## src/hw/rtl/stepper_full_step_sequencer_unit_macros.svh

```systemverilog
// Assertion helpers shared by the sequencer RTL.
`ifndef STEPPER_FULL_STEP_SEQUENCER_UNIT_MACROS_SVH
`define STEPPER_FULL_STEP_SEQUENCER_UNIT_MACROS_SVH

// Same-cycle implication, checked outside reset.
`define SSQ_ASSERT_NOW(lbl, clk, rst, ante, cons, msg) \
   lbl: assert property (@(posedge clk) disable iff (rst) (ante) |-> (cons)) \
      else $error(msg);

// Next-cycle implication, checked outside reset.
`define SSQ_ASSERT_NEXT(lbl, clk, rst, ante, cons, msg) \
   lbl: assert property (@(posedge clk) disable iff (rst) (ante) |=> (cons)) \
      else $error(msg);

`endif

```

## src/hw/rtl/ssq_pkg.sv

```systemverilog
`timescale 1ns / 1ps

package ssq_pkg;

   // Fixed field widths
   localparam int LEVEL_BITS        = 8;
   localparam int DELAY_FIELD_BITS  = 20;
   localparam int LENGTH_FIELD_BITS = 16;
   localparam int PATTERN_BITS      = 4;
   localparam int CSR_INDEX_BITS    = 3;
   localparam int CSR_DATA_BITS     = 32;

   // Default widths of the delay and length stores
   localparam int DELAY_BITS_DEF  = 20;
   localparam int LENGTH_BITS_DEF = 16;

   // Register values after reset
   localparam logic [LEVEL_BITS-1:0]        RESET_MAX_LEVEL   = 8'd10;
   localparam logic [LEVEL_BITS-1:0]        RESET_SPEED_LEVEL = 8'd1;
   localparam logic [DELAY_FIELD_BITS-1:0]  RESET_DELAY_MIN   = 20'd2000;
   localparam logic [DELAY_FIELD_BITS-1:0]  RESET_DELAY_MAX   = 20'd20000;
   localparam logic [LENGTH_FIELD_BITS-1:0] RESET_FWD_LENGTH  = 16'd1;
   localparam logic [LENGTH_FIELD_BITS-1:0] RESET_BWD_LENGTH  = 16'd1;

   localparam logic [LEVEL_BITS-1:0] MIN_LEVEL     = 8'd1;
   localparam logic [LEVEL_BITS-1:0] MIN_MAX_LEVEL = 8'd2;

   // Request operation codes
   localparam logic OP_TICK = 1'b0;
   localparam logic OP_MOVE = 1'b1;

   // Direction codes
   localparam logic DIR_FWD = 1'b0;
   localparam logic DIR_BWD = 1'b1;

   // Register indexes
   localparam logic [CSR_INDEX_BITS-1:0] CSR_MAX_LEVEL   = 3'd0;
   localparam logic [CSR_INDEX_BITS-1:0] CSR_SPEED_LEVEL = 3'd1;
   localparam logic [CSR_INDEX_BITS-1:0] CSR_DELAY_MIN   = 3'd2;
   localparam logic [CSR_INDEX_BITS-1:0] CSR_DELAY_MAX   = 3'd3;
   localparam logic [CSR_INDEX_BITS-1:0] CSR_FWD_LENGTH  = 3'd4;
   localparam logic [CSR_INDEX_BITS-1:0] CSR_BWD_LENGTH  = 3'd5;

   // Coil patterns, A+,A-,B+,B- as bits 3..0
   localparam logic [PATTERN_BITS-1:0] COILS_OFF = 4'b0000;
   localparam logic [PATTERN_BITS-1:0] PAT_AB    = 4'b1010;
   localparam logic [PATTERN_BITS-1:0] PAT_AnB   = 4'b1001;
   localparam logic [PATTERN_BITS-1:0] PAT_nAnB  = 4'b0101;
   localparam logic [PATTERN_BITS-1:0] PAT_nAB   = 4'b0110;

   // Status of the hold-time unit towards the sequencer
   typedef struct packed {
      logic busy;
      logic done;
   } ssq_hold_stat_type;

   // Coil pattern for a phase of the four-phase cycle
   function automatic logic [PATTERN_BITS-1:0] ssq_seq(input logic bwd,
                                                       input logic [1:0] ph);
      logic [PATTERN_BITS-1:0] pat;
      case (ph)
         2'd0:    pat = bwd ? PAT_nAB  : PAT_AB;
         2'd1:    pat = bwd ? PAT_nAnB : PAT_AnB;
         2'd2:    pat = bwd ? PAT_AnB  : PAT_nAnB;
         2'd3:    pat = bwd ? PAT_AB   : PAT_nAB;
         default: pat = COILS_OFF;
      endcase
      return pat;
   endfunction

endpackage

```

## src/hw/rtl/ssq_hold_unit.sv

```systemverilog
`timescale 1ns / 1ps

// Hold time from speed level: clamp, one multiply, then a bit-serial
// restoring divide through a single shared subtractor.
module ssq_hold_unit #(
   parameter int DELAY_BITS = ssq_pkg::DELAY_BITS_DEF
) (
   input  logic                            clock,
   input  logic                            reset,
   input  logic                            start,
   input  logic [ssq_pkg::LEVEL_BITS-1:0]  level,
   input  logic [ssq_pkg::LEVEL_BITS-1:0]  top_level,
   input  logic [DELAY_BITS-1:0]           dly_fast,
   input  logic [DELAY_BITS-1:0]           dly_slow,
   output ssq_pkg::ssq_hold_stat_type      stat,
   output logic [DELAY_BITS-1:0]           hold
);
   import ssq_pkg::*;

   localparam int PROD_BITS = DELAY_BITS + LEVEL_BITS;
   localparam int CNT_BITS  = $clog2(PROD_BITS);

   typedef enum logic [3:0] {
      H_IDLE = 4'b0001,
      H_MUL  = 4'b0010,
      H_DIV  = 4'b0100,
      H_END  = 4'b1000
   } hold_state_type;

   hold_state_type          state_ff, state_in;
   logic [DELAY_BITS-1:0]   mag_ff, mag_in;
   logic [DELAY_BITS-1:0]   dmax_ff, dmax_in;
   logic                    neg_ff, neg_in;
   logic [LEVEL_BITS-1:0]   lvm1_ff, lvm1_in;
   logic [LEVEL_BITS-1:0]   div_ff, div_in;
   logic [LEVEL_BITS-1:0]   rem_ff, rem_in;
   logic [PROD_BITS-1:0]    prod_ff, prod_in;
   logic [CNT_BITS-1:0]     cnt_ff, cnt_in;

   logic [LEVEL_BITS-1:0]   lvl;
   logic [LEVEL_BITS:0]     rem_sh, rem_sub;
   logic                    q_bit;
   logic [DELAY_BITS:0]     dsum;

   // Clamp the level into 1..top
   always_comb begin
      if (level < MIN_LEVEL) begin
         lvl = MIN_LEVEL;
      end else if (level > top_level) begin
         lvl = top_level;
      end else begin
         lvl = level;
      end
   end

   // One restoring divide step
   assign rem_sh  = {rem_ff, prod_ff[PROD_BITS-1]};
   assign q_bit   = (rem_sh >= {1'b0, div_ff});
   assign rem_sub = q_bit ? (rem_sh - {1'b0, div_ff}) : rem_sh;

   // Final subtract from the slow delay (an add when the delays are crossed), at least one tick
   always_comb begin
      if (neg_ff) begin
         dsum = {1'b0, dmax_ff} + {1'b0, prod_ff[DELAY_BITS-1:0]};
      end else begin
         dsum = {1'b0, dmax_ff} - {1'b0, prod_ff[DELAY_BITS-1:0]};
      end
      if (dsum == '0) begin
         hold = DELAY_BITS'(1);
      end else begin
         hold = dsum[DELAY_BITS-1:0];
      end
   end

   assign stat.busy = (state_ff != H_IDLE);
   assign stat.done = (state_ff == H_END);

   // Sequencer
   always_comb begin
      state_in = state_ff;
      mag_in   = mag_ff;
      dmax_in  = dmax_ff;
      neg_in   = neg_ff;
      lvm1_in  = lvm1_ff;
      div_in   = div_ff;
      rem_in   = rem_ff;
      prod_in  = prod_ff;
      cnt_in   = cnt_ff;
      case (state_ff)
         H_IDLE: begin
            if (start) begin
               neg_in   = (dly_slow < dly_fast);
               mag_in   = (dly_slow < dly_fast) ? (dly_fast - dly_slow)
                                                : (dly_slow - dly_fast);
               dmax_in  = dly_slow;
               lvm1_in  = lvl - MIN_LEVEL;
               div_in   = top_level - MIN_LEVEL;
               state_in = H_MUL;
            end
         end
         H_MUL: begin
            prod_in  = PROD_BITS'(mag_ff) * PROD_BITS'(lvm1_ff);
            rem_in   = '0;
            cnt_in   = CNT_BITS'(PROD_BITS - 1);
            state_in = H_DIV;
         end
         H_DIV: begin
            rem_in  = rem_sub[LEVEL_BITS-1:0];
            prod_in = {prod_ff[PROD_BITS-2:0], q_bit};
            cnt_in  = cnt_ff - CNT_BITS'(1);
            if (cnt_ff == '0) begin
               state_in = H_END;
            end
         end
         H_END: begin
            state_in = H_IDLE;
         end
         default: begin
            state_in = H_IDLE;
         end
      endcase
   end

   always_ff @(posedge clock) begin
      if (reset) begin
         state_ff <= H_IDLE;
      end else begin
         state_ff <= state_in;
      end
      mag_ff  <= mag_in;
      dmax_ff <= dmax_in;
      neg_ff  <= neg_in;
      lvm1_ff <= lvm1_in;
      div_ff  <= div_in;
      rem_ff  <= rem_in;
      prod_ff <= prod_in;
      cnt_ff  <= cnt_in;
   end

endmodule

```

## src/hw/rtl/stepper_full_step_sequencer_unit.sv

```systemverilog
`timescale 1ns / 1ps

// Channel    Direction  Handshake            Payload
// req_       in         req_valid/req_ready  operation, direction, speed, single cycle
// rsp_       out        rsp_valid/rsp_ready  coil pattern, busy, done, rejected
// csr_       in         csr_valid/csr_ready  register index, write data
//
// A tick request, and a move command that arrives while a move runs, are
// answered through the response register. A move command accepted while idle
// waits for the bit-serial divider in ssq_hold_unit; no request is taken meanwhile.
// Reset is synchronous: coils off, idle, registers at their defaults.
// The response register lets a new request in while a stalled response is taken.
`include "stepper_full_step_sequencer_unit_macros.svh"

module stepper_full_step_sequencer_unit #(
   parameter int DELAY_BITS  = ssq_pkg::DELAY_BITS_DEF,
   parameter int LENGTH_BITS = ssq_pkg::LENGTH_BITS_DEF
) (
   input  logic                                clock,
   input  logic                                reset,
   input  logic                                req_valid,
   output logic                                req_ready,
   input  logic                                req_operation,
   input  logic                                req_direction,
   input  logic                                req_use_temp_speed,
   input  logic [ssq_pkg::LEVEL_BITS-1:0]      req_temp_speed,
   input  logic                                req_single_cycle,
   output logic                                rsp_valid,
   input  logic                                rsp_ready,
   output logic [ssq_pkg::PATTERN_BITS-1:0]    rsp_coil_pattern,
   output logic                                rsp_busy_res,
   output logic                                rsp_done_res,
   output logic                                rsp_rejected,
   input  logic                                csr_valid,
   output logic                                csr_ready,
   input  logic [ssq_pkg::CSR_INDEX_BITS-1:0]  csr_index,
   input  logic [ssq_pkg::CSR_DATA_BITS-1:0]   csr_wdata
);
   import ssq_pkg::*;

   typedef enum logic [1:0] {
      S_IDLE = 2'b01,
      S_CALC = 2'b10
   } seq_state_type;

   // Configuration registers
   logic [LEVEL_BITS-1:0]  max_level_ff, max_level_in;
   logic [LEVEL_BITS-1:0]  speed_level_ff, speed_level_in;
   logic [DELAY_BITS-1:0]  delay_min_ff, delay_min_in;
   logic [DELAY_BITS-1:0]  delay_max_ff, delay_max_in;
   logic [LENGTH_BITS-1:0] fwd_length_ff, fwd_length_in;
   logic [LENGTH_BITS-1:0] bwd_length_ff, bwd_length_in;

   // Move state
   seq_state_type           state_ff, state_in;
   logic                    active_ff, active_in;
   logic                    backward_ff, backward_in;
   logic [1:0]              phase_ff, phase_in;
   logic [LENGTH_BITS-1:0]  cycles_left_ff, cycles_left_in;
   logic [DELAY_BITS-1:0]   hold_time_ff, hold_time_in;
   logic [DELAY_BITS-1:0]   hold_left_ff, hold_left_in;
   logic [PATTERN_BITS-1:0] pattern_ff, pattern_in;
   logic [LENGTH_BITS-1:0]  len_pend_ff, len_pend_in;

   // Response register
   logic                    rsp_valid_ff, rsp_valid_in;
   logic                    rsp_done_ff, rsp_done_in;
   logic                    rsp_rej_ff, rsp_rej_in;

   logic                          req_fire;
   logic                          hu_start;
   logic [LEVEL_BITS-1:0]         hu_level;
   ssq_hold_stat_type             hu_stat;
   logic [DELAY_BITS-1:0]         hu_hold;
   logic [DELAY_BITS-1:0]         hl_dec;
   logic [LENGTH_BITS-1:0]        cyc_dec;
   logic [DELAY_BITS+DELAY_FIELD_BITS-1:0]   dly_ext;
   logic [LENGTH_BITS+LENGTH_FIELD_BITS-1:0] len_ext;

   assign csr_ready = 1'b1;
   assign req_ready = (state_ff == S_IDLE) && (!rsp_valid_ff || rsp_ready);
   assign req_fire  = req_valid && req_ready;
   assign hu_start  = req_fire && (req_operation == OP_MOVE) && !active_ff;
   assign hu_level  = req_use_temp_speed ? req_temp_speed : speed_level_ff;

   // Fit write data to the store widths
   assign dly_ext = {{DELAY_BITS{1'b0}}, csr_wdata[DELAY_FIELD_BITS-1:0]};
   assign len_ext = {{LENGTH_BITS{1'b0}}, csr_wdata[LENGTH_FIELD_BITS-1:0]};

   // Register writes
   always_comb begin
      max_level_in   = max_level_ff;
      speed_level_in = speed_level_ff;
      delay_min_in   = delay_min_ff;
      delay_max_in   = delay_max_ff;
      fwd_length_in  = fwd_length_ff;
      bwd_length_in  = bwd_length_ff;
      if (csr_valid && csr_ready) begin
         case (csr_index)
            CSR_MAX_LEVEL: begin
               if (csr_wdata[LEVEL_BITS-1:0] >= MIN_MAX_LEVEL) begin
                  max_level_in = csr_wdata[LEVEL_BITS-1:0];
               end
            end
            CSR_SPEED_LEVEL: speed_level_in = csr_wdata[LEVEL_BITS-1:0];
            CSR_DELAY_MIN:   delay_min_in   = dly_ext[DELAY_BITS-1:0];
            CSR_DELAY_MAX:   delay_max_in   = dly_ext[DELAY_BITS-1:0];
            CSR_FWD_LENGTH:  fwd_length_in  = len_ext[LENGTH_BITS-1:0];
            CSR_BWD_LENGTH:  bwd_length_in  = len_ext[LENGTH_BITS-1:0];
            default: begin
            end
         endcase
      end
   end

   ssq_hold_unit #(
      .DELAY_BITS (DELAY_BITS)
   ) u_hold (
      .clock     (clock),
      .reset     (reset),
      .start     (hu_start),
      .level     (hu_level),
      .top_level (max_level_ff),
      .dly_fast  (delay_min_ff),
      .dly_slow  (delay_max_ff),
      .stat      (hu_stat),
      .hold      (hu_hold)
   );

   assign hl_dec  = hold_left_ff - DELAY_BITS'(1);
   assign cyc_dec = cycles_left_ff - LENGTH_BITS'(1);

   // Sequencer: ticks, rejects and move start
   always_comb begin
      state_in       = state_ff;
      active_in      = active_ff;
      backward_in    = backward_ff;
      phase_in       = phase_ff;
      cycles_left_in = cycles_left_ff;
      hold_time_in   = hold_time_ff;
      hold_left_in   = hold_left_ff;
      pattern_in     = pattern_ff;
      len_pend_in    = len_pend_ff;
      rsp_valid_in   = rsp_valid_ff && !rsp_ready;
      rsp_done_in    = rsp_done_ff;
      rsp_rej_in     = rsp_rej_ff;
      case (state_ff)
         S_IDLE: begin
            if (req_fire) begin
               rsp_done_in = 1'b0;
               rsp_rej_in  = 1'b0;
               if (req_operation == OP_MOVE) begin
                  if (active_ff) begin
                     // drop the command, flag it
                     rsp_valid_in = 1'b1;
                     rsp_rej_in   = 1'b1;
                  end else begin
                     backward_in = (req_direction == DIR_BWD);
                     if (req_single_cycle) begin
                        len_pend_in = LENGTH_BITS'(1);
                     end else if (req_direction == DIR_BWD) begin
                        len_pend_in = bwd_length_ff;
                     end else begin
                        len_pend_in = fwd_length_ff;
                     end
                     state_in = S_CALC;
                  end
               end else begin
                  rsp_valid_in = 1'b1;
                  if (active_ff) begin
                     // count down the hold, advance the phase at zero
                     hold_left_in = hl_dec;
                     if (hl_dec == '0) begin
                        if (phase_ff == 2'd3) begin
                           phase_in       = 2'd0;
                           cycles_left_in = cyc_dec;
                           if (cyc_dec == '0) begin
                              active_in   = 1'b0;
                              pattern_in  = COILS_OFF;
                              rsp_done_in = 1'b1;
                           end else begin
                              pattern_in   = ssq_seq(backward_ff, 2'd0);
                              hold_left_in = hold_time_ff;
                           end
                        end else begin
                           phase_in     = phase_ff + 2'd1;
                           pattern_in   = ssq_seq(backward_ff, phase_ff + 2'd1);
                           hold_left_in = hold_time_ff;
                        end
                     end
                  end
               end
            end
         end
         S_CALC: begin
            if (hu_stat.done) begin
               hold_time_in = hu_hold;
               rsp_valid_in = 1'b1;
               phase_in     = 2'd0;
               if (len_pend_ff == '0) begin
                  pattern_in     = COILS_OFF;
                  cycles_left_in = '0;
                  rsp_done_in    = 1'b1;
               end else begin
                  active_in      = 1'b1;
                  cycles_left_in = len_pend_ff;
                  hold_left_in   = hu_hold;
                  pattern_in     = ssq_seq(backward_ff, 2'd0);
               end
               state_in = S_IDLE;
            end
         end
         default: begin
            state_in = S_IDLE;
         end
      endcase
   end

   always_ff @(posedge clock) begin
      if (reset) begin
         max_level_ff   <= RESET_MAX_LEVEL;
         speed_level_ff <= RESET_SPEED_LEVEL;
         delay_min_ff   <= DELAY_BITS'(RESET_DELAY_MIN);
         delay_max_ff   <= DELAY_BITS'(RESET_DELAY_MAX);
         fwd_length_ff  <= LENGTH_BITS'(RESET_FWD_LENGTH);
         bwd_length_ff  <= LENGTH_BITS'(RESET_BWD_LENGTH);
         state_ff       <= S_IDLE;
         active_ff      <= 1'b0;
         backward_ff    <= 1'b0;
         phase_ff       <= 2'd0;
         cycles_left_ff <= '0;
         hold_time_ff   <= '0;
         hold_left_ff   <= '0;
         pattern_ff     <= COILS_OFF;
         rsp_valid_ff   <= 1'b0;
      end else begin
         max_level_ff   <= max_level_in;
         speed_level_ff <= speed_level_in;
         delay_min_ff   <= delay_min_in;
         delay_max_ff   <= delay_max_in;
         fwd_length_ff  <= fwd_length_in;
         bwd_length_ff  <= bwd_length_in;
         state_ff       <= state_in;
         active_ff      <= active_in;
         backward_ff    <= backward_in;
         phase_ff       <= phase_in;
         cycles_left_ff <= cycles_left_in;
         hold_time_ff   <= hold_time_in;
         hold_left_ff   <= hold_left_in;
         pattern_ff     <= pattern_in;
         rsp_valid_ff   <= rsp_valid_in;
      end
      len_pend_ff <= len_pend_in;
      rsp_done_ff <= rsp_done_in;
      rsp_rej_ff  <= rsp_rej_in;
   end

   assign rsp_valid        = rsp_valid_ff;
   assign rsp_coil_pattern = pattern_ff;
   assign rsp_busy_res     = active_ff;
   assign rsp_done_res     = rsp_done_ff;
   assign rsp_rejected     = rsp_rej_ff;

   `SSQ_ASSERT_NOW(a_coils_match_active, clock, reset, 1'b1,
      (pattern_ff != COILS_OFF) == active_ff, "coil pattern disagrees with busy")
   `SSQ_ASSERT_NOW(a_hold_nonzero, clock, reset, active_ff,
      hold_left_ff != '0, "hold counter at zero during a move")
   `SSQ_ASSERT_NOW(a_calc_tracks_unit, clock, reset, state_ff == S_CALC,
      hu_stat.busy && !req_ready, "hold unit idle or request taken during calculation")
   `SSQ_ASSERT_NEXT(a_start_enters_calc, clock, reset, hu_start,
      state_ff == S_CALC && hu_stat.busy, "move start did not enter calculation")

endmodule

```

## config.mk

```make
export PLATFORM = sky130hd
export DESIGN_NAME = stepper_full_step_sequencer_unit
export DESIGN_NICKNAME = d
export VERILOG_FILES = /design/src/hw/rtl/ssq_pkg.sv /design/src/hw/rtl/ssq_hold_unit.sv /design/src/hw/rtl/stepper_full_step_sequencer_unit.sv
export VERILOG_INCLUDE_DIRS = /design/src /design/src/hw/rtl
export SDC_FILE = /design/constraint.sdc
export NUM_CORES = 1
export LEC_CHECK = 0
export ABC_CLOCK_PERIOD_IN_PS = 5500
export BUFFER_PORTS_ARGS = -buffer_cell sky130_fd_sc_hd__clkbuf_2
export CAP_MARGIN = 10
export CELL_PAD_IN_SITES_DETAIL_PLACEMENT = 0
export CELL_PAD_IN_SITES_GLOBAL_PLACEMENT = 1
export CORE_MARGIN = 5
export CORE_UTILIZATION = 35
export DETAILED_ROUTE_END_ITERATION = 8
export PLACE_DENSITY_LB_ADDON = 0.1
export SLEW_MARGIN = 20
export SYNTH_ARGS = -nofsm -noshare
export SYNTH_HDL_FRONTEND = slang
export SYNTH_HIERARCHICAL = 1
export SYNTH_SLANG_ARGS = --single-unit
```

## constraint.sdc

```tcl
create_clock -name clock -period 5.5 [get_ports clock]
set_input_delay 0.825 -clock clock [delete_from_list [all_inputs] [get_ports clock]]
set_output_delay 0.825 -clock clock [all_outputs]
set_load 0.02 [all_outputs]
```

# Word-level counts from Yosys, hierarchy flattened
# Index checks and enable logic that the tools add are counted.
[totals] regBits=275 inputBits=52 out_inout_bits=10 word_cells=188
[op_classes] n_addsub=11 mul=1 order_cmp=5 eq_ne=27 mux=81 bitwise_logic=1 n_reduce_logical=35
[op_table] operator="two-way mux 20 bit" n=10
[op_table] operator="two-way mux 16 bit" n=8
[op_table] operator="two-way mux 4 bit" n=14
[op_table] operator="case mux 28 bit (2 select lines)" n=1
[op_table] operator="case mux 20 bit (2 select lines)" n=1
[op_table] operator="subtractor 20 bit" n=2
[op_table] operator="zero test 16 bit" n=2
[op_table] operator="two-way mux 8 bit" n=4
[op_table] operator="case mux 16 bit (2 select lines)" n=1
[op_table] operator="multiplier 20 x 8 -> 28 bit" n=1
[op_table] operator="adder 20 x 20 -> 21 bit" n=1
[op_table] operator="zero test 21 bit" n=1
[op_table] operator="two-way mux 1 bit" n=21
[op_table] operator="two-way mux 21 bit" n=1
[op_table] operator="subtractor 20 x 20 -> 21 bit" n=1
[op_table] operator="zero test 20 bit" n=1
[op_table] operator="less-than comparator 20 bit" n=1
[op_table] operator="two-way mux 2 bit" n=10
[op_table] operator="subtractor 20 x 1 -> 20 bit (second input constant)" n=1
[op_table] operator="inequality test 2 bit (second input constant)" n=9
[op_table] operator="AND reduction 2 bit" n=9
[op_table] operator="case mux 4 bit (4 select lines)" n=1
[op_table] operator="case mux 8 bit (2 select lines)" n=1
[op_table] operator="subtractor 16 x 1 -> 16 bit (second input constant)" n=1
[op_table] operator="36 further kinds" n=58

# Logic depth before layout (Yosys ltp)
# Gate-level depths: netlist (run 1).
[logic_depth] word_depth=9 mapped_depth=22 ltp_nobuf=21

# By module
# The synthesis (run 1) kept the hierarchy.
[by_module_without_submodules] module="ssq_hold_unit" n_inst=1 cells_per_inst=1423 area_each_um2=12896.1
[by_module_without_submodules] module="stepper_full_step_sequencer_unit" n_inst=1 cells_per_inst=1031 area_each_um2=8184.1

# Least setup slack after synthesis (run 1)
# No wires, ideal clock.
[synth_timing] kind="register to register" start="reg u_hold.lvm1_ff[7]" end="reg u_hold.prod_ff[25] (data pin)" arrival_ns=4.923 required_time_ns=5.242 path_slack_ns=0.318 stages_incl_launch_ff=20 n_path_buf=1 period_less_slack_ns=5.182 cell_sequence="edfxtp_1 clkbuf_1 and2_1 fa_1 fa_1 fa_1 inv_1 fa_1 inv_1 ha_1 a21o_1 a21oi_1 o21bai_1 a31o_1 or3_1 a221oi_1 o41ai_1 a21oi_1 mux2i_1 nand2_1"
[synth_via] elab_chain_len=2
[synth_lines] item="start: declaration" line="ssq_hold_unit.sv:34" text="logic [LEVEL_BITS-1:0] lvm1_ff, lvm1_in;"
[synth_lines] item="start signal: assignment" line="ssq_hold_unit.sv:133" text="lvm1_ff <= lvm1_in;"
[synth_lines] item="multiplier 20 x 8 -> 28 bit" line="ssq_hold_unit.sv:102" text="prod_in = PROD_BITS'(mag_ff) * PROD_BITS'(lvm1_ff);"
[synth_lines] item="case mux 28 bit (2 select lines)" line="ssq_hold_unit.sv:89" text="case (state_ff)"
[synth_lines] item="net u_hold.prod_in[25]" line="ssq_hold_unit.sv:37" text="logic [PROD_BITS-1:0] prod_ff, prod_in;"
[synth_lines] item="end signal: assignment" line="ssq_hold_unit.sv:136" text="prod_ff <= prod_in;"
[synth_lines] item="end: declaration" line="ssq_hold_unit.sv:37"
# The timed path passes the listed nets, and every way through them passes these cells.
# A chain may end at the register's enable or synchronous reset.

# Worst setup path after layout (run 1)
[layout_timing] start="reg u_hold.lvm1_ff[2]" end="reg u_hold.prod_ff[27] (data pin)"
# Same word-level chain as after synthesis.

==> results of run 1 <==
==> state kept, by name, indices dropped and copies added (netlist names), 20 cells and up <==
register,cells
u_hold/prod_ff,28
delay_max_ff,20
delay_min_ff,20
hold_left_ff,20
hold_time_ff,20
u_hold/dmax_ff,20
u_hold/mag_ff,20
==> routing by layer <==
| metal | part of all wire, % | up-vias | track usage [%] |
|---|---|---|---|
| li1 | - | 8436 | - |
| met1 | 50 | 8230 | 25.5 |
| met2 | 45 | 230 | 29.0 |
| met3 | 2.9 | 69 | 2.24 |
| met4 | 2.1 | 2 | 4.30 |
| met5 | 0.022 | - | 0 |
==> power by group <==
part           internal (W)  leakage, nW  switching [W]  total [W]
combinational       0.00258         7.07        0.00321    0.00579
sequential          0.00244         2.34       0.000155    0.00260
clock               0.00150        0.592       0.000917    0.00241
total               0.00652         9.99        0.00428     0.0108
==> layout make-up <==
type | count | area [µm²] | share of cell area [%]
Multi-Input combinational cell | 1808 | 13100 | 54.9
Tap cell | 782 | 978 | 4.10
Inverter | 245 | 920 | 3.85
Sequential cell | 275 | 6670 | 27.9
Clock inverter | 10 | 134 | 0.561
Clock buffer | 56 | 1080 | 4.53
Timing Repair Buffer | 135 | 986 | 4.13
==> final timing paths <==
path,endpoint,depth (start not counted),from
worst max register to register,u_hold/prod_ff[27],21,u_hold/lvm1_ff[2]
worst max-delay path,u_hold/prod_ff[27],21,u_hold/lvm1_ff[2]
worst min-delay path,rsp_coil_pattern[0],2,rsp_coil_pattern[0]
worst min register to register,rsp_coil_pattern[0],2,rsp_coil_pattern[0]
==> critical path, stage by stage, from the launching register on <==
cell      delay [ns]
edfxtp_1        0.37
buf_6           0.16
buf_12          0.14
buf_4           0.13
buf_4           0.13
and2_1          0.14
fa_1            0.50
fa_1            0.45
fa_1            0.55
inv_1           0.05
fa_1            0.53
inv_1           0.04
ha_1            0.32
and2_1          0.14
o211ai_1        0.08
buf_4           0.16
buf_4           0.13
a211oi_2        0.20
o21ai_1         0.12
a21oi_2         0.29
nor4_2          0.10
nor4b_2         0.32
==> stage by stage <==
stage          setup slack, ns  total power, W  hold WS [ns]  cell area, µm²  std cells
2_1_floorplan            0.318         0.00657         0.433           21100       2453
6_report                 0.223          0.0108         0.452           23900       3311
3_3_place_gp          -0.00833         0.00823         0.439           22400       3234
3_5_place_dp            0.0150         0.00825         0.447           22400       3235
4_1_cts                 0.0122          0.0107         0.455           23700       3302
5_1_grt                -0.0337          0.0118         0.474           23900       3311
==> what timing repair did <==
| action | in CTS | in global routing |
|---|---|---|
| cloned | 0 | 1 |
| hold buffers | 0 | 0 |
| setup buffers | 1 | 8 |
| setup endpoints to repair | 2 | 9 |
| gates resized for setup | 1 | 29 |
| pin swaps | 1 | 17 |
==> results.md, run 1 <==
* Worst slew margin at 31.6%
* Yosys warnings at 6
* Global Route Usage Sum at 17.9%
* Post-DP HPWL at 44800 µm
* Die H at 255 µm
* Clk slew on worst S/H paths at 0.06 ns
* I/O pins at 62
* CP Launch Type: flip-flop
* TritonCTS clock tree: done
* Drt total wl at 59200 µm
* IO buf count at 48
* Final hold vios at 0
* Area of the core at 60000 µm²
* Most frequent cells in the layout: 360 x nand2_1, 243 x inv_1, 223 x a21oi_1, 159 x dfxtp_1, 135 x ha_1
* Cells after Synth at 2453
* CP Capture Type: flip-flop
* DRC marker count from the first detailed-route iteration at 948
* R2R Setup Slk at 0.22 ns
* Peak Freq at 190 MHz
* Crit path kind: reg2reg
* Pwr dens at 452 nW/µm²
* Width of the die at 255 µm
* Initial Utilization at 35.1%
* # rows at 90
* Initial antenna violation count at 2
* Crit path arrival time at 5.59 ns
* Vias at 16967
* Clock root cell: clkbuf_16
* Leading cell type in the layout, fill and taps excluded: nand2_1
* CTS H-tree lvls at 2
* Syn Std Cell Area at 21100 µm²
* Residual DRC at 0
* Setup violators final at 0
* Worst EP required at 5.82 ns
* Hold/Removal Path Class: reg2reg
* Clock Path Buffers at 3
* NumNets Final at 2802
* Die area at 65200 µm²
* Clk sinks at 275
* Worst Tran Pin Value at 1.02 ns
* Period utilization at 95.9%
* Total Negative Setup Slacks at 0 ns
* Util after Layout at 39.8%
* Max Cap Viol at 0
* Synthesized Nets at 2754
* First-pass GRT wire length at 95400 µm
* Total CTS buffers at 36
* Layout cells sized above 1 at 9.65%
* Final min period at 5.28 ns
* Pre-antenna DRT Iters at 4
* Slew Viols, Final at 0
* Layout Skew at 0.0221 ns
* # fillers at 6164
* Largest net degree at the start of global routing at 92
* Vias per cell at 5.12
* Ant. Diodes at 0
* Worst IR Drop VDD at 0.335 mV
* Vias in the first global route at 16942
* Area Overhead vs Synth at 13.3%
* Leakage power at 9.99 nW
* Avg WL per Cell at 17.9 µm
* Antenna-violating nets left at 0
* Outcome: complete, no violations
* Final GP Congestion at 0.813
* Worst skew pair latency at 0.54 ns
* Max FO, Critical Path at 6
* Grt ovf at 0
* Avg Cell Area, Syn at 8.59 µm²
Note: power is estimated with default switching activity, not from simulation.
==> inputs of run 2 (changes only) <==
- CORE_UTILIZATION: 35 -> 45
- CTS_BUF_LIST: unset -> sky130_fd_sc_hd__clkbuf_16
- REMOVE_ABC_BUFFERS: unset -> 1
==> results.md, run 2 (synthesis gave the netlist of run 1 again) <==
* Outcome: complete, no violations
* # rows at 79 (-12%)
* Crit path top cell by count: fa_1
* Clock Path Buffers at 3 (unchanged)
* Period utilization at 96.2% (+0.28 points)
* TritonCTS clock tree: done
* Worst skew pair latency at 0.54 ns (about the same)
* CP Capture Type: flip-flop
* Hold/Removal Path Class: reg2reg
* Pre-CTS setup slack at 0.0293 ns (+0.0143 ns)
* Most frequent cells in the layout: 361 x nand2_1, 248 x inv_1, 223 x a21oi_1, 159 x dfxtp_1, 136 x ha_1
* Critical Path Slowest Stage Cell: fa_1
* Largest net degree at the start of global routing at 75 (-18%)
* Leakage power at 9.91 nW (-0.81%)
* Delay-heaviest family, CP: adder cells
* Placed cell areas at 22200 µm² (-1.1%)
* Antenna-violating nets left at 0 (unchanged)
* Initial Utilization at 45.4% (+10 points)
* RSZ-0062 raised after global routing: true
* Final min period at 5.29 ns (+0.0154 ns)
* Worst slew margin at 30.0% (-1.6 points)
* Area of the core at 46500 µm² (-23%)
* Total Negative Setup Slacks at 0 ns (unchanged)
* Crit path kind: reg2reg
* CP max stage delay at 0.56 ns (about the same)
* Biggest register: u_hold/prod_ff
* Layout cells sized above 1 at 9.29% (-0.36 points)
* Grt ovf at 0 (unchanged)
* Slew Viols, Final at 0 (unchanged)
* CTS H-tree lvls at 2 (unchanged)
* Total CTS buffers at 36 (unchanged)
* Clock root cell: clkbuf_16
* Global Route Usage Sum at 21.4% (+3.5 points)
* Vias in the first global route at 16858 (-0.50%)
* Vias at 17050 (+0.49%)
* Reg area at 6670 µm² (unchanged)
* Worst IR Drop VDD at 0.374 mV (+12%)
* First-pass GRT wire length at 89300 µm (-6.3%)
* Final hold vios at 0 (unchanged)
* Drt total wl at 54400 µm (-8.1%)
* IO buf count at 48 (unchanged)
* Area Overhead vs Synth at 11.0%
* DRC marker count from the first detailed-route iteration at 968 (+2.1%)
* Worst EP required at 5.79 ns (-0.03 ns)
* Setup WS post-layout at 0.208 ns (-0.0154 ns)
* Max reg flops at 28 (unchanged)
* # fillers at 4520 (-27%)
* Worst Tran Pin Value at 1.05 ns (+0.0260 ns)
* Multi-input gate area at 13100 µm² (-0.35%)
* Util after Layout at 50.4% (+11 points)
* Pwr dens at 447 nW/µm² (-1.3%)
* Width of the die at 226 µm (-11%)
* Final GP Congestion at 0.859 (+5.6%)
* Vias per cell at 5.45 (+6.4%)
* Residual DRC at 0 (unchanged)
* CP Launch Type: flip-flop
* Avg WL per Cell at 17.4 µm (-2.7%)
* Bufs and invs on worst path at 3 (-5)
* Post-DP HPWL at 40900 µm (-8.7%)
* Ant. Diodes at 0 (unchanged)
* Peak Freq at 189 MHz (-0.29%)
* Die area at 51300 µm² (-21%)
* Setup violators final at 0 (unchanged)
* Layout Skew at 0.0180 ns (-0.00413 ns)
* Max Cap Viol at 0 (unchanged)
* Clk slew on worst S/H paths at 0.06 ns (about the same)
* Final hold slack at 0.454 ns (+0.00189 ns)
* Pre-antenna DRT Iters at 5 (+1)
* Design Area, Final at 23400 µm² (-2.0%)
* Crit path cell chain: buf_12 -> and2_1 -> fa_1 -> fa_1 -> fa_1 -> inv_1 -> fa_1 -> inv_1 -> ha_1 -> a21o_1 -> a21oi_2 -> o21bai_2 -> a31o_1 -> or3_1 -> a221oi_2 -> o41ai_2 -> a21oi_1 -> mux2i_1 -> nand2_1
* Max FO, Critical Path at 20 (+14)
* I/O pins at 62 (unchanged)
* Leading cell type in the layout, fill and taps excluded: nand2_1
* Crit path arrival time at 5.58 ns (about the same)
* Clk sinks at 275 (unchanged)
* Initial antenna violation count at 0 (-2)
* NumNets Final at 2793 (-0.32%)
* Die H at 226 µm (-11%)
[run 2: changes by cell type in the layout (fill, tap and decap cells not counted), moves of 3 or more]
cell | previous run | this run
inv_1 | 243 | 248
buf_4 | 77 | 73
inv_6 | 0 | 4
buf_6 | 6 | 3
bufinv_16 | 3 | 0
clkinv_1 | 2 | 7
clkbuf_1 | 14 | 0
[run 2: repair_timing]
| item | CTS | global route |
|---|---|---|
| gates resized for setup | 0 | 18 |
| hold buffers | 0 | 0 |
| buffers inserted | 0 | 3 |
| setup endpoints to repair | 0 | 8 |
[run 2: per-stage QoR]
stage	cells	power, W
2_1_floorplan	2328	0.00650
3_3_place_gp	3058	0.00802
3_5_place_dp	3058	0.00808
4_1_cts	3124	0.0103
5_1_grt	3127	0.0114
6_report	3127	0.0105
[run 2: report_power, final]
part           switching (W)  total [W]  internal [W]  leakage (nW)
Clock               0.000923    0.00221       0.00129         0.577
Sequential          0.000159    0.00260       0.00244          2.34
Combinational        0.00312    0.00564       0.00252          7.00
[run 2: worst paths after layout]
kind / from / endpoint / slack, ns / cells after the start
worst max-delay path: u_hold/lvm1_ff[7] / u_hold/prod_ff[25] / 0.21 / 19
worst min register to register: bwd_length_ff[1] / bwd_length_ff[1] / 0.45 / 2
worst min-delay path: bwd_length_ff[1] / bwd_length_ff[1] / 0.45 / 2
worst max register to register: u_hold/lvm1_ff[7] / u_hold/prod_ff[25] / 0.21 / 19
[run 2: metal layers]
metal  vias to the layer above  routed length [µm]  global-route usage (%)
met5                         -                   0                       0
met1                      8266               25700                    30.3
met4                         0                 971                    4.74
li1                       8399                   -                       -
met2                       319               25700                    35.5
met3                        66                2090                    2.41
[run 2: layout make-up]
type,count,area share [%]
multi-input cells,1808,55.8
flip-flops and latches,275,28.5
clock inverters,27,0.599
inverters,245,3.93
well taps,607,3.25
repair buffers,126,3.75
clock buffers,39,4.17
[run 2: worst min-delay path: cells and delay by family (launching register included)]
kind,cells,cell delay (ns)
compound gates,1,0.05
flops,1,0.30
simple gates,1,0.05
